[config.mk]
export PLATFORM = sky130hd
export DESIGN_NAME = bcd_digit_display_mux_core_flat
export DESIGN_NICKNAME = d
export VERILOG_FILES = /design/src/bcd_dd_pkg.sv /design/src/bcd_dd_req_if.sv /design/src/bcd_dd_rsp_if.sv /design/src/bcd_dd_convert.sv /design/src/bcd_dd_serial.sv /design/src/bcd_digit_display_mux_core.sv /design/src/flat_wrapper.sv
export VERILOG_INCLUDE_DIRS = /design/src /design/src/src
export SDC_FILE = /design/constraint.sdc
export NUM_CORES = 1
export LEC_CHECK = 0
export ABC_AREA = 1
export BUFFER_PORTS_ARGS = -buffer_cell sky130_fd_sc_hd__buf_4
export CAP_MARGIN = 15
export CORE_ASPECT_RATIO = 0.8
export CORE_MARGIN = 1
export CORE_UTILIZATION = 30
export DETAILED_ROUTE_END_ITERATION = 8
export SLEW_MARGIN = 20
export SYNTH_ARGS = -nofsm -noshare
export SYNTH_HDL_FRONTEND = slang
export SYNTH_SLANG_ARGS = --single-unit
[constraint.sdc]
create_clock -name clock -period 12.2 [get_ports clock]
set_clock_uncertainty 0.2 [all_clocks]
set_input_delay 0.61 -clock clock [delete_from_list [all_inputs] [get_ports clock]]
set_output_delay 0.61 -clock clock [all_outputs]
set_load 0.005 [all_outputs]
[src/bcd_digit_display_mux_core_defines.svh]
// Assertion macros shared by the RTL files of the display driver.
`ifndef BCD_DIGIT_DISPLAY_MUX_CORE_DEFINES_SVH
`define BCD_DIGIT_DISPLAY_MUX_CORE_DEFINES_SVH

// The condition must hold at every clock edge outside reset.
`define BCD_DD_ASSERT_ALWAYS(label, cond, msg) \
   label: assert property (@(posedge clock) disable iff (reset) (cond)) \
      else $error(msg);

// When the trigger holds, the check must hold at the next clock edge.
`define BCD_DD_ASSERT_NEXT(label, trig, chk, msg) \
   label: assert property (@(posedge clock) disable iff (reset) (trig) |=> (chk)) \
      else $error(msg);

`endif

[src/bcd_dd_pkg.sv]
package bcd_dd_pkg;

   localparam int VALUE_W    = 32;
   localparam int DCOUNT_W   = 2;
   localparam int SEL_W      = 2;
   localparam int BCD_W      = 4;
   localparam int HW_DIGITS  = 3;
   localparam int MAX_DIGITS = 3;

   localparam logic [DCOUNT_W-1:0] DCOUNT_RESET = 2'd3;

   localparam logic STATUS_OK        = 1'b0;
   localparam logic STATUS_TOO_LARGE = 1'b1;

   // One converted value as it leaves the conversion pipeline.
   typedef struct packed {
      logic                           too_large;
      logic [DCOUNT_W-1:0]            count;
      logic [HW_DIGITS-1:0][BCD_W-1:0] digs;
   } conv_item_type;

endpackage

[src/bcd_dd_req_if.sv]
interface bcd_dd_req_if import bcd_dd_pkg::*; ();
   logic               valid;
   logic               ready;
   logic [VALUE_W-1:0] value;

   modport source (output valid, output value, input ready);
   modport sink   (input valid, input value, output ready);
endinterface

[src/bcd_dd_rsp_if.sv]
interface bcd_dd_rsp_if import bcd_dd_pkg::*; ();
   logic             valid;
   logic             ready;
   logic [SEL_W-1:0] digit_select;
   logic [BCD_W-1:0] bcd_value;
   logic             status;
   logic             last;

   modport source (output valid, output digit_select, output bcd_value,
                   output status, output last, input ready);
   modport sink   (input valid, input digit_select, input bcd_value,
                   input status, input last, output ready);
endinterface

[src/bcd_dd_convert.sv]
module bcd_dd_convert import bcd_dd_pkg::*; (
   input  logic                clock,
   input  logic                reset,
   input  logic [DCOUNT_W-1:0] digit_count,
   input  logic                in_valid,
   output logic                in_ready,
   input  logic [VALUE_W-1:0]  in_value,
   output logic                out_valid,
   input  logic                out_ready,
   output conv_item_type       out_item
);

   logic adv1, adv2, adv3;

   // Stage 1: range check against 10^count.
   logic                v1_ff, v1_in;
   logic [9:0]          val1_ff;
   logic [DCOUNT_W-1:0] cnt1_ff;
   logic                too1_ff;
   logic [9:0]          limit;
   logic                blank;

   // Stage 2: reciprocal quotients by 100 and by 10.
   logic                v2_ff;
   logic [9:0]          val2_ff;
   logic [DCOUNT_W-1:0] cnt2_ff;
   logic                too2_ff;
   logic [3:0]          hund2_ff;
   logic [6:0]          q10_2_ff;
   logic [15:0]         prod_h;
   logic [17:0]         prod_q;

   // Stage 3: remainders give the tens and ones digits.
   logic                v3_ff;
   conv_item_type       item3_ff;
   logic [9:0]          q_x10;
   logic [9:0]          ones_w;
   logic [6:0]          h_x10;
   logic [6:0]          tens_w;

   assign adv3     = !v3_ff || out_ready;
   assign adv2     = !v2_ff || adv3;
   assign adv1     = !v1_ff || adv2;
   assign in_ready = adv1;

   always_comb begin
      case (digit_count)
         2'd1:    limit = 10'd10;
         2'd2:    limit = 10'd100;
         default: limit = 10'd1000;
      endcase
   end

   assign blank = (digit_count == '0) ||
                  ({30'd0, digit_count} > 32'(MAX_DIGITS)) ||
                  ({30'd0, digit_count} > 32'(HW_DIGITS));
   assign v1_in = in_valid && !blank;

   assign prod_h = val1_ff * 6'd41;
   assign prod_q = val1_ff * 8'd205;

   assign q_x10  = {q10_2_ff, 3'b000} + {2'b00, q10_2_ff, 1'b0};
   assign ones_w = val2_ff - q_x10;
   assign h_x10  = {hund2_ff[3:0], 3'b000} + {2'b00, hund2_ff, 1'b0};
   assign tens_w = q10_2_ff - h_x10;

   always_ff @(posedge clock) begin
      if (reset) begin
         v1_ff <= 1'b0;
         v2_ff <= 1'b0;
         v3_ff <= 1'b0;
      end else begin
         if (adv1) begin
            v1_ff <= v1_in;
         end
         if (adv2) begin
            v2_ff <= v1_ff;
         end
         if (adv3) begin
            v3_ff <= v2_ff;
         end
      end
   end

   always_ff @(posedge clock) begin
      if (adv1) begin
         val1_ff <= in_value[9:0];
         cnt1_ff <= digit_count;
         too1_ff <= in_value >= {22'd0, limit};
      end
      if (adv2) begin
         val2_ff  <= val1_ff;
         cnt2_ff  <= cnt1_ff;
         too2_ff  <= too1_ff;
         hund2_ff <= prod_h[15:12];
         q10_2_ff <= prod_q[17:11];
      end
      if (adv3) begin
         item3_ff.too_large <= too2_ff;
         item3_ff.count     <= cnt2_ff;
         item3_ff.digs[0]   <= hund2_ff;
         item3_ff.digs[1]   <= tens_w[3:0];
         item3_ff.digs[2]   <= ones_w[3:0];
      end
   end

   assign out_valid = v3_ff;
   assign out_item  = item3_ff;

endmodule

[src/bcd_dd_serial.sv]
`include "bcd_digit_display_mux_core_defines.svh"

module bcd_dd_serial import bcd_dd_pkg::*; (
   input  logic          clock,
   input  logic          reset,
   input  logic          in_valid,
   output logic          in_ready,
   input  conv_item_type in_item,
   bcd_dd_rsp_if.source  rsp_port
);

   logic             hold_v_ff;
   conv_item_type    item_ff;
   logic [SEL_W-1:0] idx_ff;

   logic             rsp_v_ff;
   logic [SEL_W-1:0] rsp_sel_ff;
   logic [BCD_W-1:0] rsp_bcd_ff;
   logic             rsp_status_ff;
   logic             rsp_last_ff;

   logic             emit_ok;
   logic             is_last;
   logic             emit;
   logic [SEL_W-1:0] pos;

   assign emit_ok  = !rsp_v_ff || rsp_port.ready;
   assign is_last  = item_ff.too_large || (idx_ff == item_ff.count - 2'd1);
   assign emit     = hold_v_ff && emit_ok;
   assign in_ready = !hold_v_ff || (emit_ok && is_last);
   // Right alignment: the first shown digit sits count places from the right.
   assign pos      = SEL_W'(HW_DIGITS) - item_ff.count + idx_ff;

   always_ff @(posedge clock) begin
      if (reset) begin
         hold_v_ff <= 1'b0;
         rsp_v_ff  <= 1'b0;
      end else begin
         if (in_valid && in_ready) begin
            hold_v_ff <= 1'b1;
         end else if (emit && is_last) begin
            hold_v_ff <= 1'b0;
         end
         if (emit_ok) begin
            rsp_v_ff <= hold_v_ff;
         end
      end
   end

   always_ff @(posedge clock) begin
      if (in_valid && in_ready) begin
         item_ff <= in_item;
         idx_ff  <= '0;
      end else if (emit) begin
         idx_ff <= idx_ff + 2'd1;
      end
      if (emit) begin
         if (item_ff.too_large) begin
            rsp_sel_ff    <= '0;
            rsp_bcd_ff    <= '0;
            rsp_status_ff <= STATUS_TOO_LARGE;
            rsp_last_ff   <= 1'b1;
         end else begin
            rsp_sel_ff    <= idx_ff;
            rsp_bcd_ff    <= item_ff.digs[pos];
            rsp_status_ff <= STATUS_OK;
            rsp_last_ff   <= is_last;
         end
      end
   end

   assign rsp_port.valid        = rsp_v_ff;
   assign rsp_port.digit_select = rsp_sel_ff;
   assign rsp_port.bcd_value    = rsp_bcd_ff;
   assign rsp_port.status       = rsp_status_ff;
   assign rsp_port.last         = rsp_last_ff;

   `BCD_DD_ASSERT_ALWAYS(a_too_large_single, !rsp_v_ff || rsp_status_ff == STATUS_OK || (rsp_last_ff && rsp_bcd_ff == '0 && rsp_sel_ff == '0), "too_large result must be a lone last result")
   `BCD_DD_ASSERT_ALWAYS(a_bcd_range, !rsp_v_ff || rsp_bcd_ff <= 4'd9, "bcd_value out of decimal range")
   `BCD_DD_ASSERT_ALWAYS(a_idx_in_count, !hold_v_ff || item_ff.too_large || idx_ff < item_ff.count, "digit index ran past digit count")
   `BCD_DD_ASSERT_NEXT(a_nonlast_continues, emit && !is_last, hold_v_ff, "item dropped before its last digit")

endmodule

[src/bcd_digit_display_mux_core.sv]
// Channel   Direction  Payload                                     Handshake
// req_port  in         value[31:0]                                 valid/ready
// rsp_port  out        digit_select[1:0] bcd_value[3:0] status last valid/ready
// csr       in         csr_wdata[1:0] (digit_count)                csr_we strobe
//
// A value passes three register stages (range check, quotient multiply,
// remainder) and a serializer that sends one result per cycle while the
// result side is ready: digit_count results per item, or one when it is
// too large. Each result leaves through the serializer's output register.
// Reset is synchronous and active high; it empties the pipeline and sets
// digit_count to 3. A result stall backs up stage by stage with no loss.
`include "bcd_digit_display_mux_core_defines.svh"

module bcd_digit_display_mux_core import bcd_dd_pkg::*; (
   input  logic                clock,
   input  logic                reset,
   input  logic                csr_we,
   input  logic [DCOUNT_W-1:0] csr_wdata,
   bcd_dd_req_if.sink          req_port,
   bcd_dd_rsp_if.source        rsp_port
);

   // Digit count register; the user must write it only while the block is
   // idle (the block does not enforce this), so the pipeline may sample it live.
   logic [DCOUNT_W-1:0] digit_count_ff;

   // Handoff between the conversion pipeline and the serializer.
   logic          conv_valid;
   logic          conv_ready;
   conv_item_type conv_item;

   always_ff @(posedge clock) begin
      if (reset) begin
         digit_count_ff <= DCOUNT_RESET;
      end else if (csr_we) begin
         digit_count_ff <= csr_wdata;
      end
   end

   // Range check and binary to BCD conversion, three stages deep.
   bcd_dd_convert u_convert (
      .clock       (clock),
      .reset       (reset),
      .digit_count (digit_count_ff),
      .in_valid    (req_port.valid),
      .in_ready    (req_port.ready),
      .in_value    (req_port.value),
      .out_valid   (conv_valid),
      .out_ready   (conv_ready),
      .out_item    (conv_item)
   );

   // Splits one converted item into its digit results, most significant
   // first, or into one too-large result, through a registered output stage.
   bcd_dd_serial u_serial (
      .clock    (clock),
      .reset    (reset),
      .in_valid (conv_valid),
      .in_ready (conv_ready),
      .in_item  (conv_item),
      .rsp_port (rsp_port)
   );

   // A converted item that is not too large always carries a usable count.
   `BCD_DD_ASSERT_ALWAYS(a_conv_count, !conv_valid || conv_item.too_large || conv_item.count != '0, "converted item with blank digit count")
   // A register write takes effect at the next clock edge.
   `BCD_DD_ASSERT_NEXT(a_csr_write, csr_we, digit_count_ff == $past(csr_wdata), "digit count write lost")
   // Digits of an item in range are decimal.
   `BCD_DD_ASSERT_ALWAYS(a_conv_digits, !conv_valid || conv_item.too_large || (conv_item.digs[0] <= 4'd9 && conv_item.digs[1] <= 4'd9 && conv_item.digs[2] <= 4'd9), "conversion produced a non-decimal digit")

endmodule

[src/flat_wrapper.sv]
// flat-port wrapper written by rule: the top's interface ports become plain ports
module bcd_digit_display_mux_core_flat import bcd_dd_pkg::*;
  (clock, reset, csr_we, csr_wdata, req_port_valid, req_port_value, req_port_ready, rsp_port_valid, rsp_port_digit_select, rsp_port_bcd_value, rsp_port_status, rsp_port_last, rsp_port_ready);
  bcd_dd_req_if req_port_i ();
  bcd_dd_rsp_if rsp_port_i ();
  input  logic clock;
  input  logic reset;
  input  logic csr_we;
  input  logic [DCOUNT_W-1:0] csr_wdata;
  input wire logic [$bits(req_port_i.valid)-1:0] req_port_valid;
  input wire logic [$bits(req_port_i.value)-1:0] req_port_value;
  output wire logic [$bits(req_port_i.ready)-1:0] req_port_ready;
  output wire logic [$bits(rsp_port_i.valid)-1:0] rsp_port_valid;
  output wire logic [$bits(rsp_port_i.digit_select)-1:0] rsp_port_digit_select;
  output wire logic [$bits(rsp_port_i.bcd_value)-1:0] rsp_port_bcd_value;
  output wire logic [$bits(rsp_port_i.status)-1:0] rsp_port_status;
  output wire logic [$bits(rsp_port_i.last)-1:0] rsp_port_last;
  input wire logic [$bits(rsp_port_i.ready)-1:0] rsp_port_ready;
  assign req_port_i.valid = req_port_valid;
  assign req_port_i.value = req_port_value;
  assign req_port_ready = req_port_i.ready;
  assign rsp_port_valid = rsp_port_i.valid;
  assign rsp_port_digit_select = rsp_port_i.digit_select;
  assign rsp_port_bcd_value = rsp_port_i.bcd_value;
  assign rsp_port_status = rsp_port_i.status;
  assign rsp_port_last = rsp_port_i.last;
  assign rsp_port_i.ready = rsp_port_ready;
  bcd_digit_display_mux_core u_core (.clock(clock), .reset(reset), .csr_we(csr_we), .csr_wdata(csr_wdata), .req_port(req_port_i), .rsp_port(rsp_port_i));
endmodule
==> results of run 1 <==
-- power breakdown --
part | switching [W] | total [W] | internal [W]
sequential | 0.0000252 | 0.000366 | 0.000341
combinational | 0.000188 | 0.000339 | 0.000151
clock | 0.000101 | 0.000260 | 0.000159
total | 0.000314 | 0.000964 | 0.000650
-- cell families after synthesis --
family	Yosys count
and+or+nand+nor	114
xor gates and xnor gates	24
adders and majority gates	111
DFF	75
AOI/OAI and AO/OA	50
buffers and inverters	100
-- registers in the layout, summed over array words and instances (netlist names), 2 cells and up --
signal,flops
u_core.u_convert.q10_2_ff,4
u_core.u_convert.val2_ff,4
u_core.u_convert.val1_ff,10
u_core.u_serial.idx_ff,2
u_core.digit_count_ff,2
u_core.u_serial.rsp_port.bcd_value,4
u_core.u_convert.out_item,15
u_core.u_convert.hund2_ff,4
u_core.u_convert.cnt1_ff,2
u_core.u_serial.rsp_port.digit_select,2
u_core.u_convert.cnt2_ff,2
u_core.u_serial.item_ff,15
-- worst paths after layout --
kind / start / slack [ns] / to / cells past startpoint
hold / removal: u_core.u_convert.out_item[6] / 0.21 / u_core.u_serial.item_ff[6] / 0
hold reg to reg: u_core.u_convert.out_item[6] / 0.21 / u_core.u_serial.item_ff[6] / 0
setup reg to reg: u_core.u_convert.val1_ff[3] / 8.11 / u_core.u_convert.q10_2_ff[1] / 15
setup / recovery: u_core.u_convert.val1_ff[3] / 8.11 / u_core.u_convert.q10_2_ff[1] / 15
-- per-layer routing --
metal | GRT usage, % | share of wire (%)
met1 | 16.4 | 51
met2 | 17.2 | 44
met3 | 3.30 | 3.9
met4 | 3.22 | 1.1
met5 | 0 | 0
-- cells in the mapped netlist --
library cell | instances | area, um2
inv_6 | 1 | 8.76
nor4_1 | 4 | 25.0
or3_1 | 1 | 6.26
a21oi_1 | 25 | 125
nand2_4 | 1 | 11.3
nor2_1 | 23 | 86.3
a21o_1 | 3 | 22.5
nand2_1 | 54 | 203
nand3_2 | 3 | 30.0
xor2_4 | 1 | 27.5
dfxtp_1 | 9 | 180
a211oi_1 | 2 | 15.0
nand4_1 | 6 | 37.5
o21ai_0 | 6 | 30.0
o21bai_1 | 2 | 15.0
inv_1 | 98 | 368
xnor2_1 | 14 | 123
a311oi_1 | 4 | 35.0
o211a_1 | 1 | 10.0
ha_1 | 91 | 1140
nor3_1 | 3 | 15.0
o21ai_1 | 1 | 5.00
inv_2 | 1 | 3.75
fa_1 | 20 | 400
nor2_2 | 3 | 18.8
a21oi_2 | 2 | 17.5
nand3_1 | 8 | 40.0
xor2_1 | 9 | 78.8
nand2_2 | 5 | 31.3
edfxtp_1 | 66 | 1980
nor3_2 | 1 | 10.0
nor4b_1 | 1 | 8.76
o21a_1 | 3 | 22.5
o221ai_1 | 1 | 8.76
nand4_4 | 1 | 21.3
-- critical path, cell delays in order, from the launching register on --
cell and delay (ns):
edfxtp_1 0.51, ha_1 0.36, inv_1 0.06, fa_1 0.53, inv_1 0.05, fa_1 0.52
inv_1 0.05, fa_1 0.52, inv_1 0.04, ha_1 0.33, a21oi_1 0.16, o21a_1 0.14
nand2_1 0.08, nand3_1 0.07, nand2_1 0.06, xor2_1 0.14
-- stage by stage --
step | power (W) | hold WS (ns) | cell area (um2) | std cells
after floorplan | 0.000628 | 0.200 | 5160 | 474
after global placement | 0.000701 | 0.203 | 5800 | 742
after detailed placement | 0.000711 | 0.206 | 5800 | 742
after CTS | 0.000975 | 0.218 | 6090 | 758
after global routing | 0.00104 | 0.220 | 6090 | 758
final | 0.000964 | 0.214 | 6090 | 758
-- area by class of cell --
type / count / share of cell area [%]
Multi-Input combinational cell: 299 / 43.0
Sequential cell: 75 / 35.5
Inverter: 100 / 6.24
Timing Repair Buffer: 48 / 5.92
Tap cell: 220 / 4.52
Clock buffer: 10 / 3.76
Clock inverter: 6 / 1.07
==> results.py, run 1 <==
metrics = {
    "clock_tree": {
        "cts.path.max_buffers": 2,
        "post_cts.resized_instances": 0,
        "cts_tree": "yes",
        "cts_max_level": 3,
        "clk_pin_slew_worst_paths_ns": 0.06,
        "hold_bufs_inserted_after_cts": 0,
        "cts_num_sinks": 75,
        "clk_root_buffer_cell": "clkbuf_16",
        "clkLatencyLatePin_ns": 0.33,
        "cts_made_buffers": 9,
        "post_cts_buffers": 0,
    },
    "sta": {
        "worst_slew_pin_slew_ns": 0.778,
        "finalHoldViolations": 0,
        "post-route-period-util_pct": 33.5,
        "period_needed_ns": 4.09,
        "timing.max_slew.rel_slack_pct": 48.1,
        "finalMaxSlewViolations": 0,
        "timing.final.setup_violations": 0,
        "timing.fmax_mhz": 244,
        "rsz0062_at_grt": "no",
        "postLayoutSetupSlackWorst_ns": 8.11,
        "setup-tns-final_ns": 0,
    },
    "global_routing": {
        "first_pass_grt_wire_length_um": 16000,
        "globalRoute.totalOverflow": 0,
        "grtUsageTotal_pct": 11.6,
        "first_global_vias": 3263,
        "grt_start_max_net_pins": 18,
        "antenna_violations_before_repair": 0,
    },
    "synth": {
        "syn_nets": 624,
        "synthMuxAreaShare_pct": 0,
        "syn_avg_cell_area_um2": 10.9,
        "yosysWarningCount": 0,
        "synth_top_family_by_area": "adder cells",
        "synthXorXnorAreaFrac_pct": 4.44,
        "count_of_state_elements_after_synthesis": 75,
        "synth_compound_area_share_pct": 5.94,
        "yosys.area_share.simple_pct": 10.5,
        "synth-adder-area-share_pct": 29.8,
        "synth.lib_cells_used.distinct": 35,
        "ys_seq_area_share_pct": 41.9,
        "postSynthCellCount": 474,
        "synthesis.area_mm2": 0.00516,
    },
    "detailed_routing": {
        "routed-via-count": 3387,
        "detail_route.iter0.violations": 207,
        "remaining_drc_errors": 0,
        "routed_wl_um": 9670,
        "ant_nets": 0,
        "per_cell_via_count_in_the_routed_design": 4.47,
        "firstDrtPassIters": 4,
        "drt-wirelength-per-cell_um": 12.8,
    },
    "floorplanning": {
        "die_w_um": 149,
        "core_box_area_mm2": 0.0167,
        "initial_standard_cell_utilization_of_the_core_pct": 31.0,
        "die_h_um": 119,
        "die_area_mm2": 0.0177,
        "floorplan.rows": 42,
        "top_level_ports": 49,
    },
    "pwr": {
        "power.density_cell_area_mw_per_mm2": 158,
        "total_leakage_power_nw": 2.88,
        "ir_drop_uv": 72.3,
    },
    "critical_path": {
        "required_ns": 12.08,
        "timing.critical_path.arrival_ns": 3.97,
        "setup_crit_end_kind": "flip-flop",
        "crit_type": "flip-flop to flip-flop",
        "crit_path_max_fanout": 7,
        "worstSetupStartpointType": "flip-flop",
    },
    "placement": {
        "port_buffers": 48,
        "globalplace.congestion": 0.884,
        "worst_setup_slack_post_dpl_ns": 8.09,
        "place_hpwl_um": 7930,
    },
    "finish": {
        "post-route-util_pct": 36.6,
        "most_frequent_standard_cell_in_the_layout_excluding_fill_and_tap_cells": "inv_1",
        "multi_input_gate_area_mm2": 0.00262,
        "layout_common_cells": "inv_1, ha_1, edfxtp_1",
        "finish.net_count": 683,
        "area_growth_pct": 18.0,
        "layout.area.seq_mm2": 0.00216,
        "antenna_cells_inserted": 0,
        "layout-drive-gt1-share_pct": 15.2,
        "final.fill_count": 1628,
    },
    "status": {
        "outcome": "completed",
    },
    "min_path": {
        "worst_hold_path_type": "flip-flop to flip-flop",
    },
    "job": {
        "drv_cap": 0,
    },
}
No activity file was read; power rests on OpenSTA's default activity.
==> run 2, diff against run 1 <==
- clock period: 12.2 -> 3.5 ns (I/O delays scaled with it)
==> run 2 against run 1 <==
The run now ends with negative setup slack left. Combinational power rose to 4.7 times the previous value. Sequential share of layout area down 3.5 points. Via count up 5.1%. Wire length up 5.8%. Setup slack worse by 8.3 ns. Clock power rose to 3.6 times the previous value. Final cell count up 6.5%. Sequential power rose to 3.5 times the previous value. Non-clock buffer count up 49. Core utilization up 4.0 points. Die area unchanged. Maximum frequency up 10%. Critical endpoint is now u_core.u_convert.q10_2_ff[0].
==> results.py, run 2 (same netlist as run 1, synthesis figures left out) <==
metrics = {
    "status": {
        "outcome": "complete, but fails checks",
        "failing_checks": "negative setup slack",
    },
    "sta": {
        "timing.final.setup_violations": 4,
        "final.hold.worst_slack_ns": 0.00990,
        "postLayoutSetupSlackWorst_ns": -0.207,
        "post-route-period-util_pct": 106,
        "timing.max_slew.rel_slack_pct": 46.1,
        "finalMaxSlewViolations": 0,
        "rsz0062_at_grt": "yes",
        "setup-tns-final_ns": -0.724,
        "finalHoldViolations": 0,
        "period_needed_ns": 3.71,
        "timing.fmax_mhz": 270,
        "worst_slew_pin_slew_ns": 0.807,
    },
    "clock_tree": {
        "clk_root_buffer_cell": "clkbuf_16",
        "clk_pin_slew_worst_paths_ns": 0.06,
        "cts_max_level": 3,
        "cts_tree": "yes",
        "clkLatencyLatePin_ns": 0.34,
        "cts_num_sinks": 75,
        "cts.path.max_buffers": 2,
        "cts_made_buffers": 9,
    },
    "global_routing": {
        "globalRoute.totalOverflow": 0,
        "grt_start_max_net_pins": 18,
        "first_global_vias": 3708,
        "antenna_violations_before_repair": 0,
        "first_pass_grt_wire_length_um": 17000,
        "grtUsageTotal_pct": 12.3,
    },
    "detailed_routing": {
        "remaining_drc_errors": 0,
        "routed_wl_um": 10200,
        "drt-wirelength-per-cell_um": 12.7,
        "per_cell_via_count_in_the_routed_design": 4.41,
        "detail_route.iter0.violations": 170,
        "firstDrtPassIters": 4,
        "routed-via-count": 3561,
        "ant_nets": 0,
    },
    "placement": {
        "place_hpwl_um": 7980,
        "globalplace.congestion": 0.850,
        "placement.cell_area_mm2": 0.00608,
        "worst_setup_slack_post_dpl_ns": -0.295,
        "port_buffers": 48,
    },
    "critical_path": {
        "critical_path_cell_by_cell": "buf_4 > ha_1 > ha_1 > inv_1 > fa_1 > fa_1 > inv_1 > ha_4 > nand2_2 > or3_4 > nand3_2 > nand2_2",
        "crit_path_max_fanout": 4,
        "standard_cell_with_the_maximum_stage_delay_on_the_critical_path": "fa_1",
        "crit_type": "flip-flop to flip-flop",
        "setup_crit_end_kind": "flip-flop",
        "required_ns": 3.39,
        "critPathMaxStageDelay_ns": 0.54,
        "timing.critical_path.arrival_ns": 3.60,
        "worstSetupStartpointType": "flip-flop",
    },
    "floorplanning": {
        "core_box_area_mm2": 0.0167,
        "die_area_mm2": 0.0177,
        "floorplan.rows": 42,
        "initial_standard_cell_utilization_of_the_core_pct": 31.0,
        "die_w_um": 149,
        "top_level_ports": 49,
        "die_h_um": 119,
    },
    "job": {
        "drv_cap": 0,
    },
    "min_path": {
        "worst_hold_path_type": "input port to flip-flop",
    },
    "pwr": {
        "ir_drop_uv": 223,
        "power.density_cell_area_mw_per_mm2": 564,
        "total_leakage_power_nw": 3.10,
    },
    "finish": {
        "layout.area.seq_mm2": 0.00216,
        "finish.net_count": 732,
        "multi_input_gate_area_mm2": 0.00288,
        "area_growth_pct": 31.0,
        "final.fill_count": 1530,
        "post-route-cell-area_mm2": 0.00676,
        "most_frequent_standard_cell_in_the_layout_excluding_fill_and_tap_cells": "inv_1",
        "antenna_cells_inserted": 0,
        "layout-drive-gt1-share_pct": 26.2,
        "layout_common_cells": "inv_1, buf_4, ha_1",
    },
}
[run 2: cell count changes in the layout (fill, tap and decap cells not counted), moves of 6 or more]
cell / before / now
ha_1: 91 / 75
dlygate4sd3_1: 0 / 15
ha_4: 0 / 16
buf_4: 48 / 81
inv_2: 1 / 7
inv_1: 98 / 92
[run 2: worst max-delay path: cells and delay by family, from the launching register on]
family / cells / cell delay [ns]
DFF: 1 / 0.48
adders and majority gates: 5 / 1.91
and+or+nand+nor: 4 / 0.59
buffers and inverters: 3 / 0.29
[run 2: metrics by stage]
| stage | power [W] | util, % | std cells |
|---|---|---|---|
| after floorplan | 0.00228 | - | 474 |
| after global placement | 0.00268 | 36.5 | 768 |
| after detailed placement | 0.00272 | 36.5 | 768 |
| after CTS | 0.00375 | 39.9 | 805 |
| after global routing | 0.00411 | 40.6 | 807 |
| final | 0.00381 | 40.6 | 807 |
[run 2: power breakdown]
group          total [W]  leakage, nW  switching, W  internal, W
Sequential       0.00127        0.724     0.0000859      0.00119
Combinational    0.00161         2.23      0.000815     0.000798
Clock           0.000925        0.143      0.000371     0.000555
[run 2: final timing paths]
kind | slack (ns) | end | from | cells after the start
max | -0.21 | u_core.u_convert.q10_2_ff[0] | u_core.u_convert.val1_ff[1] | 12
min | 0.01 | u_core.u_convert.too1_ff | req_port_value[20] | 5
max reg2reg | -0.21 | u_core.u_convert.q10_2_ff[0] | u_core.u_convert.val1_ff[1] | 12
min reg2reg | 0.22 | u_core.u_serial.item_ff[3] | u_core.u_convert.out_item[3] | 0
[run 2: area by class of cell]
cell class	instances	area share, %
clock buffer	10	3.39
clock inverter	6	0.962
inverter	100	5.63
multi-input combinational	299	42.6
sequential	75	32.0
tap	220	4.07
timing repair buffer	97	11.4
[run 2: repair_timing]
item,CTS,global route
resized for setup,9,16
endpoints found under the hold margin,17,0
endpoints found under the setup margin,4,7
pin swaps,4,4
hold buffers,15,0
setup buffers,6,2
[run 2: metal layers]
metal | GRT usage, % | up-vias | wire [um]
met5 | 0 | - | 0
met4 | 4.32 | 0 | 152
met3 | 3.18 | 16 | 429
met2 | 21.1 | 88 | 5050
met1 | 14.7 | 1650 | 4590
li1 | - | 1807 | -
